File: config.mk
export PLATFORM = sky130hd
export DESIGN_NAME = pitch_trim_bias_observer_unit
export DESIGN_NICKNAME = d
export VERILOG_FILES = /design/src/rtl/ptb_pkg.sv /design/src/rtl/ptb_core.sv /design/src/rtl/pitch_trim_bias_observer_unit.sv
export SDC_FILE = /design/constraint.sdc
export NUM_CORES = 1
export LEC_CHECK = 0
export ABC_AREA = 1
export BUFFER_PORTS_ARGS = -buffer_cell sky130_fd_sc_hd__buf_2
export CAP_MARGIN = 30
export CORE_MARGIN = 1
export CORE_UTILIZATION = 45
export DETAILED_ROUTE_END_ITERATION = 8
export GPL_TIMING_DRIVEN = 0
export HOLD_SLACK_MARGIN = 0.12
export MAX_ROUTING_LAYER = met4
export PLACE_DENSITY = 0.61
export SYNTH_ARGS = -nofsm -noshare
export SYNTH_HDL_FRONTEND = slang
export SYNTH_SLANG_ARGS = --single-unit
File: constraint.sdc
create_clock -name clk -period 25.9 [get_ports clk]
set_clock_uncertainty 0.05 [all_clocks]
set_input_delay 3.885 -clock clk [delete_from_list [all_inputs] [get_ports clk]]
set_output_delay 3.885 -clock clk [all_outputs]
set_load 0.005 [all_outputs]
File: src/rtl/ptb_pkg.sv
// shared types and register codes of the pitch trim bias observer
// no dependencies; imported by the core and the top level
package ptb_pkg;

    localparam int CFG_INDEX_W = 3;
    localparam int CFG_DATA_W  = 15;

    localparam logic [CFG_INDEX_W-1:0] REG_TRACK_ENABLE    = 3'd0;
    localparam logic [CFG_INDEX_W-1:0] REG_BIAS_LIMIT      = 3'd1;
    localparam logic [CFG_INDEX_W-1:0] REG_STEP_INITIAL    = 3'd2;
    localparam logic [CFG_INDEX_W-1:0] REG_STEP_MINIMUM    = 3'd3;
    localparam logic [CFG_INDEX_W-1:0] REG_FALL_THRESHOLD  = 3'd4;
    localparam logic [CFG_INDEX_W-1:0] REG_COAST_TICKS     = 3'd5;
    localparam logic [CFG_INDEX_W-1:0] REG_HOLD_SNAP_TICKS = 3'd6;
    localparam logic [CFG_INDEX_W-1:0] REG_ACCEL_LIMIT     = 3'd7;

    typedef struct packed {
        logic        track_enable;
        logic [14:0] bias_limit;
        logic [14:0] step_initial;
        logic [14:0] step_minimum;
        logic [14:0] fall_threshold;
        logic [7:0]  coast_ticks;
        logic [7:0]  hold_snap_ticks;
        logic [14:0] accel_limit;
    } ptb_cfg_t;

    typedef struct packed {
        logic               balancing;
        logic               holding;
        logic signed [15:0] pitch_command;
        logic signed [15:0] pitch;
        logic signed [15:0] wheel_velocity;
        logic signed [15:0] wheel_rate;
        logic signed [15:0] velocity_command;
        logic signed [15:0] half_torque;
    } ptb_in_t;

    // observer state of fixed width; window count and sum travel apart
    typedef struct packed {
        logic               command_seen;
        logic signed [15:0] last_command;
        logic signed [15:0] bias;
        logic               coasting;
        logic               held_before;
        logic [7:0]         quiet_count;
        logic [7:0]         hold_count;
        logic               rate_seen;
        logic signed [15:0] last_rate;
        logic signed [23:0] accel_filtered;
        logic signed [15:0] window_open_pitch;
        logic signed [15:0] bisect_step;
    } ptb_state_t;

endpackage

File: src/rtl/ptb_core.sv
// next-state and result logic for one item of the trim bias observer
// depends on ptb_pkg; purely combinational, registered by the top level
module ptb_core #(
    parameter int WINDOW_TICKS       = 64,
    parameter int VCMD_EPSILON       = 41,
    parameter int VELOCITY_MAX       = 410,
    parameter int RATE_MAX           = 2048,
    parameter int TORQUE_MAX         = 1024,
    parameter int ACCEL_FILTER_SHIFT = 3,
    localparam int LOG2_WIN          = $clog2(WINDOW_TICKS),
    localparam int CNT_W             = $clog2(WINDOW_TICKS + 1),
    localparam int SUM_W             = 16 + LOG2_WIN
) (
    input  ptb_pkg::ptb_cfg_t          cfg,
    input  ptb_pkg::ptb_in_t           item,
    input  ptb_pkg::ptb_state_t        st,
    input  logic [CNT_W-1:0]           window_count,
    input  logic signed [SUM_W-1:0]    pitch_sum,
    output ptb_pkg::ptb_state_t        st_next,
    output logic [CNT_W-1:0]           window_count_next,
    output logic signed [SUM_W-1:0]    pitch_sum_next,
    output logic signed [15:0]         result
);
    import ptb_pkg::*;

    localparam logic [16:0]        VCMD_C  = 17'(VCMD_EPSILON);
    localparam logic [16:0]        VEL_C   = 17'(VELOCITY_MAX);
    localparam logic [16:0]        RATE_C  = 17'(RATE_MAX);
    localparam logic signed [15:0] TORQ_C  = 16'(TORQUE_MAX);
    localparam logic [CNT_W-1:0]   WIN_C   = CNT_W'(WINDOW_TICKS);

    function automatic logic [16:0] mag17(input logic signed [15:0] v);
        logic signed [16:0] e;
        e = 17'(v);
        if (e < 0)
            mag17 = -e;
        else
            mag17 = e;
    endfunction

    function automatic logic signed [15:0] clamp_sym(input logic signed [17:0] v,
                                                      input logic [14:0] lim);
        logic signed [17:0] l;
        logic signed [17:0] nl;
        l  = {3'b000, lim};
        nl = -l;
        if (v > l)
            clamp_sym = l[15:0];
        else if (v < nl)
            clamp_sym = nl[15:0];
        else
            clamp_sym = v[15:0];
    endfunction

    always_comb
    begin
        logic                    cmd_clear;
        logic signed [16:0]      accel_raw;
        logic signed [24:0]      accel_diff;
        logic signed [24:0]      accel_sum;
        logic signed [24:0]      af_ext;
        logic [24:0]             af_mag;
        logic                    quiet;
        logic                    hold_start;
        logic [CNT_W-1:0]        wc_inc;
        logic signed [SUM_W-1:0] ps_inc;
        logic signed [SUM_W-1:0] mean_w;
        logic signed [15:0]      open_pitch;
        logic signed [16:0]      drift;
        logic signed [17:0]      drift_ext;
        logic [17:0]             drift_mag;
        logic                    want_neg;
        logic [16:0]             m;
        logic signed [17:0]      m_s;
        logic signed [17:0]      cap_s;
        logic signed [17:0]      step_w;
        logic signed [15:0]      step_cl;

        st_next           = st;
        window_count_next = window_count;
        pitch_sum_next    = pitch_sum;
        result            = '0;

        accel_raw  = 17'(item.wheel_rate) - 17'(st.last_rate);
        accel_diff = 25'(accel_raw) - 25'(st.accel_filtered);
        accel_sum  = 25'(st.accel_filtered) + (accel_diff >>> ACCEL_FILTER_SHIFT);
        af_ext     = '0;
        af_mag     = '0;
        quiet      = 1'b0;
        hold_start = 1'b0;
        wc_inc     = '0;
        ps_inc     = '0;
        mean_w     = '0;
        open_pitch = st.window_open_pitch;
        drift      = '0;
        drift_ext  = '0;
        drift_mag  = '0;
        want_neg   = 1'b0;
        m          = '0;
        m_s        = '0;
        cap_s      = {3'b000, cfg.step_initial};
        step_w     = '0;
        step_cl    = '0;

        // command change clears bias, window and step, even while resting
        cmd_clear = st.command_seen && (item.pitch_command != st.last_command);
        st_next.command_seen = 1'b1;
        st_next.last_command = item.pitch_command;
        if (cmd_clear)
        begin
            st_next.bias        = '0;
            st_next.bisect_step = '0;
            window_count_next   = '0;
            pitch_sum_next      = '0;
        end

        if (!item.balancing)
        begin
            st_next.bias           = '0;
            st_next.coasting       = 1'b0;
            st_next.held_before    = 1'b0;
            st_next.quiet_count    = '0;
            st_next.hold_count     = '0;
            st_next.accel_filtered = '0;
            st_next.rate_seen      = 1'b0;
            st_next.bisect_step    = '0;
            window_count_next      = '0;
            pitch_sum_next         = '0;
        end
        else
        begin
            // acceleration filter; first tick only loads the rate
            st_next.last_rate = item.wheel_rate;
            st_next.rate_seen = 1'b1;
            if (!st.rate_seen)
                st_next.accel_filtered = '0;
            else
                st_next.accel_filtered = accel_sum[23:0];

            if (!cfg.track_enable)
            begin
                st_next.coasting    = 1'b0;
                st_next.held_before = item.holding;
            end
            else
            begin
                if (!item.holding)
                    st_next.hold_count = '0;

                af_ext = 25'(st_next.accel_filtered);
                af_mag = (af_ext < 0) ? -af_ext : af_ext;
                quiet  = !item.holding
                         && (mag17(item.velocity_command) < VCMD_C)
                         && (mag17(item.wheel_velocity) < VEL_C)
                         && (mag17(item.wheel_rate) < RATE_C)
                         && (af_mag < {10'd0, cfg.accel_limit})
                         && (item.half_torque < TORQ_C);

                // quiet counter with hysteresis
                if (item.holding)
                    st_next.quiet_count = cfg.coast_ticks;
                else if (quiet)
                begin
                    if (st.quiet_count < cfg.coast_ticks)
                        st_next.quiet_count = st.quiet_count + 8'd1;
                end
                else if (st.quiet_count != 8'd0)
                    st_next.quiet_count = st.quiet_count - 8'd1;

                st_next.coasting    = item.holding
                                      || (st_next.quiet_count >= cfg.coast_ticks);
                hold_start          = item.holding && !st.held_before;
                st_next.held_before = item.holding;

                if (hold_start || (st_next.coasting && !st.coasting))
                begin
                    window_count_next   = '0;
                    pitch_sum_next      = '0;
                    st_next.bisect_step = '0;
                end
                else if (!st_next.coasting)
                begin
                    window_count_next = '0;
                    pitch_sum_next    = '0;
                end
                else
                begin
                    if (window_count_next == '0)
                        open_pitch = item.pitch;
                    st_next.window_open_pitch = open_pitch;
                    wc_inc = window_count_next + CNT_W'(1);
                    ps_inc = pitch_sum_next + SUM_W'(item.pitch);

                    if (wc_inc >= WIN_C)
                    begin
                        // window closes: snap or bisection step
                        mean_w = ps_inc >>> LOG2_WIN;
                        if (item.holding && (st_next.hold_count < cfg.hold_snap_ticks))
                            st_next.hold_count = st_next.hold_count + 8'd1;

                        drift     = 17'(item.pitch) - 17'(open_pitch);
                        drift_ext = 18'(drift);
                        drift_mag = (drift_ext < 0) ? -drift_ext : drift_ext;

                        if (drift_mag < {3'b000, cfg.fall_threshold})
                        begin
                            if (item.holding && (st_next.hold_count >= cfg.hold_snap_ticks))
                            begin
                                st_next.bias = clamp_sym(18'(mean_w)
                                                         - 18'(item.pitch_command),
                                                         cfg.bias_limit);
                                st_next.bisect_step = '0;
                            end
                        end
                        else
                        begin
                            want_neg = (drift > 0);
                            if (st_next.bisect_step == '0)
                                step_w = want_neg ? -cap_s : cap_s;
                            else if ((st_next.bisect_step > 0) == want_neg)
                            begin
                                // direction flips: halve, keep at least the minimum
                                m = mag17(st_next.bisect_step) >> 1;
                                if (m < {2'b00, cfg.step_minimum})
                                    m = {2'b00, cfg.step_minimum};
                                m_s    = {1'b0, m};
                                step_w = want_neg ? -m_s : m_s;
                            end
                            else
                                step_w = 18'(st_next.bisect_step);
                            step_cl             = clamp_sym(step_w, cfg.step_initial);
                            st_next.bisect_step = step_cl;
                            st_next.bias        = clamp_sym(18'(st_next.bias) + 18'(step_cl),
                                                            cfg.bias_limit);
                        end
                        window_count_next = '0;
                        pitch_sum_next    = '0;
                    end
                    else
                    begin
                        window_count_next = wc_inc;
                        pitch_sum_next    = ps_inc;
                    end
                end
                result = st_next.bias;
            end
        end
    end

endmodule

File: src/rtl/pitch_trim_bias_observer_unit.sv
// top level of the pitch trim bias observer: handshakes, registers, config
// depends on ptb_pkg and ptb_core
// flow: an accepted item sits in the input register and moves to the result
//   register once that is empty or being taken; out_valid rises as it moves
// throughput: one item per cycle; in_stall rises only when both registers are
//   full and the result is stalled
// reset (rst_n low, asynchronous) clears the observer state, empties both
//   registers and loads the register defaults; there is no clearing pass
module pitch_trim_bias_observer_unit #(
    parameter int WINDOW_TICKS       = 64,    // averaging window, power of two
    parameter int VCMD_EPSILON       = 41,
    parameter int VELOCITY_MAX       = 410,
    parameter int RATE_MAX           = 2048,
    parameter int TORQUE_MAX         = 1024,
    parameter int ACCEL_FILTER_SHIFT = 3
) (
    input  logic                               clk,
    input  logic                               rst_n,
    // input item channel
    input  logic                               in_valid,
    output logic                               in_stall,
    input  logic                               balancing,
    input  logic                               holding,
    input  logic signed [15:0]                 pitch_command,
    input  logic signed [15:0]                 pitch,
    input  logic signed [15:0]                 wheel_velocity,
    input  logic signed [15:0]                 wheel_rate,
    input  logic signed [15:0]                 velocity_command,
    input  logic signed [15:0]                 half_torque,
    // result item channel
    output logic                               out_valid,
    input  logic                               out_stall,
    output logic signed [15:0]                 trim_bias,
    // register write port
    input  logic                               cfg_write,
    input  logic [ptb_pkg::CFG_INDEX_W-1:0]    cfg_index,
    input  logic [ptb_pkg::CFG_DATA_W-1:0]     cfg_data
);
    import ptb_pkg::*;

    localparam int LOG2_WIN = $clog2(WINDOW_TICKS);
    localparam int CNT_W    = $clog2(WINDOW_TICKS + 1);
    localparam int SUM_W    = 16 + LOG2_WIN;

    // configuration registers
    ptb_cfg_t cfg_reg;

    // input register: one item waiting for the result register
    logic     in_valid_reg;
    ptb_in_t  item_reg;

    // result register
    logic               out_valid_reg;
    logic signed [15:0] trim_bias_reg;

    // observer state
    ptb_state_t              st_reg;
    ptb_state_t              st_next;
    logic [CNT_W-1:0]        window_count_reg;
    logic [CNT_W-1:0]        window_count_next;
    logic signed [SUM_W-1:0] pitch_sum_reg;
    logic signed [SUM_W-1:0] pitch_sum_next;
    logic signed [15:0]      result;

    logic advance;
    logic in_accept;

    // item moves on when the result register is empty or being taken
    assign advance   = in_valid_reg && (!out_valid_reg || !out_stall);
    assign in_stall  = in_valid_reg && !advance;
    assign in_accept = in_valid && !in_stall;

    assign out_valid = out_valid_reg;
    assign trim_bias = trim_bias_reg;

    ptb_core #(
        .WINDOW_TICKS       (WINDOW_TICKS),
        .VCMD_EPSILON       (VCMD_EPSILON),
        .VELOCITY_MAX       (VELOCITY_MAX),
        .RATE_MAX           (RATE_MAX),
        .TORQUE_MAX         (TORQUE_MAX),
        .ACCEL_FILTER_SHIFT (ACCEL_FILTER_SHIFT)
    ) u_core (
        .cfg               (cfg_reg),
        .item              (item_reg),
        .st                (st_reg),
        .window_count      (window_count_reg),
        .pitch_sum         (pitch_sum_reg),
        .st_next           (st_next),
        .window_count_next (window_count_next),
        .pitch_sum_next    (pitch_sum_next),
        .result            (result)
    );

    // register writes; the user must write only while the block is idle, not enforced here
    always_ff @(posedge clk or negedge rst_n)
    begin
        if (!rst_n)
        begin
            cfg_reg.track_enable    <= 1'b1;
            cfg_reg.bias_limit      <= 15'd410;
            cfg_reg.step_initial    <= 15'd41;
            cfg_reg.step_minimum    <= 15'd4;
            cfg_reg.fall_threshold  <= 15'd82;
            cfg_reg.coast_ticks     <= 8'd50;
            cfg_reg.hold_snap_ticks <= 8'd20;
            cfg_reg.accel_limit     <= 15'd200;
        end
        else if (cfg_write)
        begin
            unique case (cfg_index)
                REG_TRACK_ENABLE:    cfg_reg.track_enable    <= cfg_data[0];
                REG_BIAS_LIMIT:      cfg_reg.bias_limit      <= cfg_data;
                REG_STEP_INITIAL:    cfg_reg.step_initial    <= cfg_data;
                REG_STEP_MINIMUM:    cfg_reg.step_minimum    <= cfg_data;
                REG_FALL_THRESHOLD:  cfg_reg.fall_threshold  <= cfg_data;
                REG_COAST_TICKS:     cfg_reg.coast_ticks     <= cfg_data[7:0];
                REG_HOLD_SNAP_TICKS: cfg_reg.hold_snap_ticks <= cfg_data[7:0];
                REG_ACCEL_LIMIT:     cfg_reg.accel_limit     <= cfg_data;
                default:             cfg_reg                 <= cfg_reg;
            endcase
        end
    end

    // handshake control
    always_ff @(posedge clk or negedge rst_n)
    begin
        if (!rst_n)
        begin
            in_valid_reg  <= 1'b0;
            out_valid_reg <= 1'b0;
        end
        else
        begin
            if (in_accept)
                in_valid_reg <= 1'b1;
            else if (advance)
                in_valid_reg <= 1'b0;

            if (advance)
                out_valid_reg <= 1'b1;
            else if (!out_stall)
                out_valid_reg <= 1'b0;
        end
    end

    // payload registers, no reset
    always_ff @(posedge clk)
    begin
        if (in_accept)
        begin
            item_reg.balancing        <= balancing;
            item_reg.holding          <= holding;
            item_reg.pitch_command    <= pitch_command;
            item_reg.pitch            <= pitch;
            item_reg.wheel_velocity   <= wheel_velocity;
            item_reg.wheel_rate       <= wheel_rate;
            item_reg.velocity_command <= velocity_command;
            item_reg.half_torque      <= half_torque;
        end
        if (advance)
            trim_bias_reg <= result;
    end

    // observer state moves with the item
    always_ff @(posedge clk or negedge rst_n)
    begin
        if (!rst_n)
        begin
            st_reg           <= '0;
            window_count_reg <= '0;
            pitch_sum_reg    <= '0;
        end
        else if (advance)
        begin
            st_reg           <= st_next;
            window_count_reg <= window_count_next;
            pitch_sum_reg    <= pitch_sum_next;
        end
    end

endmodule

; Word-level counts from Yosys, hierarchy flattened
; Cells that the tools add are included.
[word_totals]
out_inout_bits = 18
elab_cells = 242
regBits = 361
input_bits = 121
[classes]
n_bitwise = 1
mux = 111
n_eq_ne = 11
order_cmp = 26
n_reduce_logical = 40
n_addsub = 20
[ops]
columns = op, n
row1 = 2-to-1 mux 16 bit, 34
row2 = 2-to-1 mux 17 bit, 26
row3 = 2-to-1 mux 18 bit, 11
row4 = 2-to-1 mux 8 bit, 18
row5 = 2-to-1 mux 22 bit, 6
row6 = 2-to-1 mux 24 bit, 3
row7 = negator 16 -> 17 bit, 4
row8 = less-than comparator 16 x 1 -> 1 bit (second input constant), 4
row9 = greater-than comparator 18 x 16 -> 1 bit, 3
row10 = less-than comparator 18 bit, 3
row11 = subtractor 16 x 16 -> 17 bit, 3
row12 = 2-to-1 mux 7 bit, 6
row13 = negator 15 -> 18 bit, 2
row14 = negator 17 -> 18 bit, 2
row15 = 2-to-1 mux 35 bit, 1
row16 = less-than comparator 25 x 15 -> 1 bit, 1
row17 = 2-to-1 mux 25 bit, 1
row18 = negator 24 -> 25 bit, 1
row19 = subtractor 17 x 24 -> 25 bit, 1
row20 = adder 24 x 22 -> 24 bit, 1
row21 = less-than comparator 24 x 1 -> 1 bit (second input constant), 1
row22 = adder 22 x 16 -> 22 bit, 1
row23 = AND reduction 2 bit, 11
row24 = less-than comparator 18 x 15 -> 1 bit, 1
row25 = other kinds (34), 64

; Longest topological paths before layout
[logic_depth]
word_depth = 71
mapped_depth = 98
ltp_nobuf = 92

; Hierarchy
; Synthesis repeated with hierarchy kept, for this count alone.
[unflattened]
hier_cells = 4655
area_unflattened_um2 = 32070.8
[modules_own_cells]
columns = module, seq_area_each_um2, cells_per_inst, area_each_um2, instances
row1 = ptb_core, 0.0, 3476, 19205.9, 1
row2 = pitch_trim_bias_observer_unit, 9630.5, 1179, 12864.8, 1

; Worst setup path before layout
; Ideal clock, no wire load.
[synth_path]
path_type = reg2reg
startpoint = register item_reg[81] in the netlist's numbering
endpoint = register trim_bias_reg[12] (netlist: trim_bias[12]) (data pin)
setup_ps = 266
synth_period_minus_slack_ps = 11129
stages_incl_launch_ff = 90
path_buffers = 8
arrival_ps = 10813
path_slack_ps = 14771
required_ps = 25584
cell_sequence = edfxtp_1 > nand2_1 > nand2_1 > nor2_1 > nand2_1 > nor2_1 > nand2_1 > nand2_2 > buf_6 > inv_4 > buf_6 > clkbuf_1 > nor2_1 > inv_1 > ha_1 > inv_1 > a21oi_2 > nand2_4 > [... 54 more ...] > inv_1 > ha_1 > nand2_1 > nor2_1 > a2111oi_0 > o211ai_1 > or2_2 > nand2_1 > clkbuf_1 > nand2_1 > o21ai_0 > nand2_1 > o21ai_0 > nand2_1 > nand2_1 > nand2_1 > o21ai_0 > nor2_1
[synth_via]
elab_chain_len = 50
elab_cells_between_ends = 81
cone_classes = add/sub (8) / order compare (13) / eq/ne (2) / mux (55) / reduce/logical (3)
[synth_lines]
columns = element, line
row1 = from (decl), pitch_trim_bias_observer_unit.sv:50  ; ptb_in_t item_reg;
row2 = != test 16 bit, ptb_core.sv:106  ; cmd_clear = st.command_seen && (item.pitch_command != st.last_command);
row3 = logical AND 1 bit, ptb_core.sv:106
row4 = 2-to-1 mux 16 bit, ptb_core.sv:109  ; if (cmd_clear)
row5 = negator 16 -> 17 bit or less-than comparator 16 x 1 -> 1 bit (tied branches), "ptb_core.sv:36, ptb_core.sv:35"
row6 = 2-to-1 mux 17 bit, ptb_core.sv:35  ; if (e < 0)
row7 = 2-to-1 mux 17 bit, ptb_core.sv:220  ; else if ((st_next.bisect_step > 0) == want_neg)
row8 = 2-to-1 mux 17 bit, ptb_core.sv:218  ; if (st_next.bisect_step == '0)
row9 = 2-to-1 mux 17 bit, ptb_core.sv:205  ; if (drift_mag < {3'b000, cfg.fall_threshold})
row10 = [... 34 more ...], -
row11 = adder 16 x 16 -> 17 bit, ptb_core.sv:233  ; st_next.bias = clamp_sym(18'(st_next.bias) + 18'(step_cl),
row12 = less-than comparator 18 bit, ptb_core.sv:49  ; else if (v < nl)
row13 = 2-to-1 mux 16 bit, ptb_core.sv:49
row14 = 2-to-1 mux 16 bit, ptb_core.sv:47  ; if (v > l)
row15 = 2-to-1 mux 16 bit, ptb_core.sv:205
row16 = 2-to-1 mux 16 bit, ptb_core.sv:194  ; if (wc_inc >= WIN_C)
row17 = 2-to-1 mux 16 bit, ptb_core.sv:181  ; else if (!st_next.coasting)
row18 = 2-to-1 mux 16 bit (*), ptb_core.sv:175  ; if (hold_start || (st_next.coasting && !st.coasting))
row19 = to (signal assigned), pitch_trim_bias_observer_unit.sv:162  ; trim_bias_reg <= result;
row20 = to (decl), pitch_trim_bias_observer_unit.sv:54  ; logic signed [15:0] trim_bias_reg;
; Mark *: on every way between the ends. The rest lies on a longest branch, timed or not. The select of a mux whose other input is x is not followed.
; A chain may end at the register's enable or synchronous reset.

; Worst setup path after layout
[layout_path]
startpoint = register item_reg[80] in the netlist's numbering
endpoint = register trim_bias_reg[10] (netlist: trim_bias[10]) (data pin)
; Same word-level chain as after synthesis.

==> impl_metrics.env <==
export IMPL_violations="DRC"
export IMPL_post_route_cell_area_um2=33500
export IMPL_pre_cts_slack_ns=11.60
export IMPL_chip_height_um=260.7
export IMPL_worst_r2r_setup_slack_ns=11.48
export IMPL_seq_power_share_pct=21.7
export IMPL_cts_inserted_buffers=45
export IMPL_synth_top_family_by_area="simple AND/OR/NAND/NOR gates"
export IMPL_port_buffers=128
export IMPL_via_count=28060
export IMPL_power_share_switching_pct=48.80
export IMPL_antenna_found_initial=4
export IMPL_drt_pass1_iterations=8
export IMPL_timing_critical_path_fanout_max=10
export IMPL_post_synth_instance_area_um2=30110
export IMPL_peak_vdd_ir_v=0.00008252
export IMPL_final_layout_size_suffix_gt1_share_pct=7.770
export IMPL_cts_repair_timing_setup_buffer_count=0
export IMPL_synthTopCellsByArea="dfrtp_1 (19%), nand2_1 (13%), ha_1 (12%)"
export IMPL_core_area_um2=65980
export IMPL_die_area_um2=67940
export IMPL_fin_ws_ns=11.48
export IMPL_dominantRegCellSynth="dfrtp_1"
export IMPL_post_synth_top_area_cell="dfrtp_1"
export IMPL_power_total_uw=3477
export IMPL_synth_xor_xnor_area_share_pct=4.912
export IMPL_post_synthesis_adder_cell_area_fraction_pct=14.01
export IMPL_grt_setup_unrepaired="false"
export IMPL_post_synth_edffs=104
export IMPL_internal_power_uw=1780
export IMPL_die_x_um=260.7
export IMPL_most_frequent_cells_after_synthesis="nand2_1 (1066), inv_1 (637), o21ai_0 (336)"
export IMPL_worstHoldPathType="flip-flop to flip-flop"
export IMPL_crit_type="flip-flop to flip-flop"
export IMPL_avgViaCountPerCell=5.301
export IMPL_postSynthNetCount=4651
export IMPL_detail_route_iter0_violations=2362
export IMPL_finish_utilization_pct=50.77
export IMPL_outcome="finished, violations left"
export IMPL_grt_first_pass_wirelength_mm=144.0
export IMPL_power_density_nw_per_um2=103.8
export IMPL_cts_num_sinks=351
export IMPL_finalSetupViolations=0
export IMPL_synth_ff_latch_count=351
export IMPL_timing_worst_slew_pin_value_ns=0.8865
export IMPL_initial_core_util_pct=45.63
export IMPL_synth_top_area_share_pct=18.78
export IMPL_post_synth_cell_area_avg_um2=7.153
export IMPL_post_drt_wl_per_cell_um=17.25
export IMPL_fmax_mhz=69.36
export IMPL_clk_insertion_delay_late_ns=0.61
export IMPL_post_synth_num_cell_types=74
export IMPL_async_reset_ff_share_pct=70.37
export IMPL_p_sw_uw=1697
export IMPL_yosys_area_share_simple_pct=24.11
export IMPL_place_hpwl_mm=71.62
export IMPL_yosysSeqAreaShare_pct=30.99
export IMPL_part_of_the_power_in_the_clock_network_pct=18.5
export IMPL_clk_pin_slew_worst_paths_ns=0.06
export IMPL_drt_total_wl_mm=91.32
export IMPL_synth_compound_area_share_pct=15.59
export IMPL_crit_arrival_ns=14.71
export IMPL_post_route_period_util_pct=55.67
export IMPL_root_buffer="clkbuf_16"
export IMPL_grt_pass1_vias=26470
export IMPL_cap_viol_max_count=0
export IMPL_aggregate_negative_setup_slack_ns=0
export IMPL_cp_required_ns=26.19
export IMPL_critPathLaunchType="flip-flop"
export IMPL_io_pins=139
export IMPL_largest_register_ffs=124
export IMPL_antenna_violating_nets_post_route=0
export IMPL_post_cts_resize_count=0
export IMPL_post_cts_hold_buffer_count=0
export IMPL_place_gp_congestion=0.9838
export IMPL_total_leakage_power_uw=0.01705
export IMPL_synthToLayoutAreaGrowth_pct=11.26
export IMPL_part_of_the_total_power_dissipated_in_combinational_logic_pct=59.8
export IMPL_min_period_ns=14.42
export IMPL_synthMostInstantiatedCell="nand2_1"
export IMPL_critical_path_endpoint_type="flip-flop"
export IMPL_timing_max_transition_violations_final=0
export IMPL_overflow=0
export IMPL_yosys_warnings=0
export IMPL_slew_headroom_pct=40.90
export IMPL_postSynthCellCount=4209
export IMPL_drcViolationCount=5
export IMPL_grt_total_usage_pct=27.90
export IMPL_fin_nets=4832
export IMPL_timing_critical_path_mode_cell="nand2_1"
export IMPL_cts_tree="built"
export IMPL_placement_rows=94
export IMPL_htree_levels=2
export IMPL_post_dp_cell_area_um2=31940
export IMPL_worst_path_max_delay_cell="buf_1"
export IMPL_synth_mux_area_share_pct=0.3325
export IMPL_cts_root_to_sink_buffers=3
export IMPL_maximum_number_of_pins_on_one_net_before_global_route_repair=96
export IMPL_critical_path_max_stage_delay_ns=0.58
export IMPL_final_hold_viol_count=0
layout make-up:
type / count / area, um^2
sequential: 351 / 9330
fill: 6566 / 32480
buffer: 118 / 529.3
inverter: 665 / 2501
antenna: 2 / 5.005
tap: 864 / 1081
timing repair buffer: 134 / 775.7
clock inverter: 24 / 251.5
multi-input combinational: 3075 / 17750
clock buffer: 60 / 1272
critical path, delay by kind of cell (launching register included):
kind	cells	cell delay [ns]
AND/OR/NAND/NOR	37	4.43
AO/OA/AOI/OAI	26	3.98
buffers and inverters	20	3.38
adder cells (fa/ha/maj)	5	1.46
flip-flops	1	0.48
multiplexers	1	0.31
per-stage QoR:
step / hold slack (ns) / std cells
floorplan: 0.3840 / 4209
global placement: 0.3926 / 5201
detailed placement: 0.4089 / 5206
CTS: 0.4225 / 5290
global route: 0.4477 / 5293
finish: 0.4176 / 5293
power groups by stage:
stage / Sequential [uW] / Combinational, uW / Clock (uW)
after floorplan: 738 / 1540 / 0
after global placement: 760 / 2010 / 0
after detailed placement: 761 / 2040 / 0
after CTS: 752 / 2060 / 657
after global routing: 764 / 2370 / 676
final: 753 / 2080 / 644
metal layers:
metal | vias up | wire, um | part of all wire (%) | GRT usage (%)
met2 | 796 | 40460 | 44 | 43.30
met5 | - | 0 | 0 | -
met1 | 12990 | 42420 | 46 | 38.08
met4 | 0 | 2788 | 3.1 | 8.658
li1 | 14140 | - | - | -
met3 | 141 | 5645 | 6.2 | 3.011
final timing paths:
kind / start / to / cells past startpoint
setup / recovery: item_reg[80] / trim_bias[10] / 89
hold / removal: in_valid_reg / out_valid / 2
setup reg to reg: item_reg[80] / trim_bias[10] / 89
hold reg to reg: in_valid_reg / out_valid / 2
max in group asynchronous: rst_n / cfg_reg[91] / 2
min in group asynchronous: rst_n / cfg_reg[74] / 1
placed cells by master, fill, tap and decap left out, types with 27 or more instances in the layout:
master / instances
a21oi_1: 295
buf_2: 141
clkbuf_1: 91
clkbuf_16: 45
dfrtp_1: 226
edfxtp_1: 104
fa_1: 27
ha_1: 294
inv_1: 636
nand2_1: 1066
nand3_1: 180
nand4_1: 46
nor2_1: 302
nor3_1: 57
o211ai_1: 39
o21ai_0: 336
o21ai_1: 33
xnor2_1: 39
xor2_1: 123
kinds of logic after synthesis:
group                      count (synthesis)
and+or+nand+nor                         1735
AOI/OAI and AO/OA                        844
buffers and inverters                    783
DFF                                      351
adders and majority gates                321
xor gates and xnor gates                 165
muxes                                     10
(Power assumes the default switching activity.)
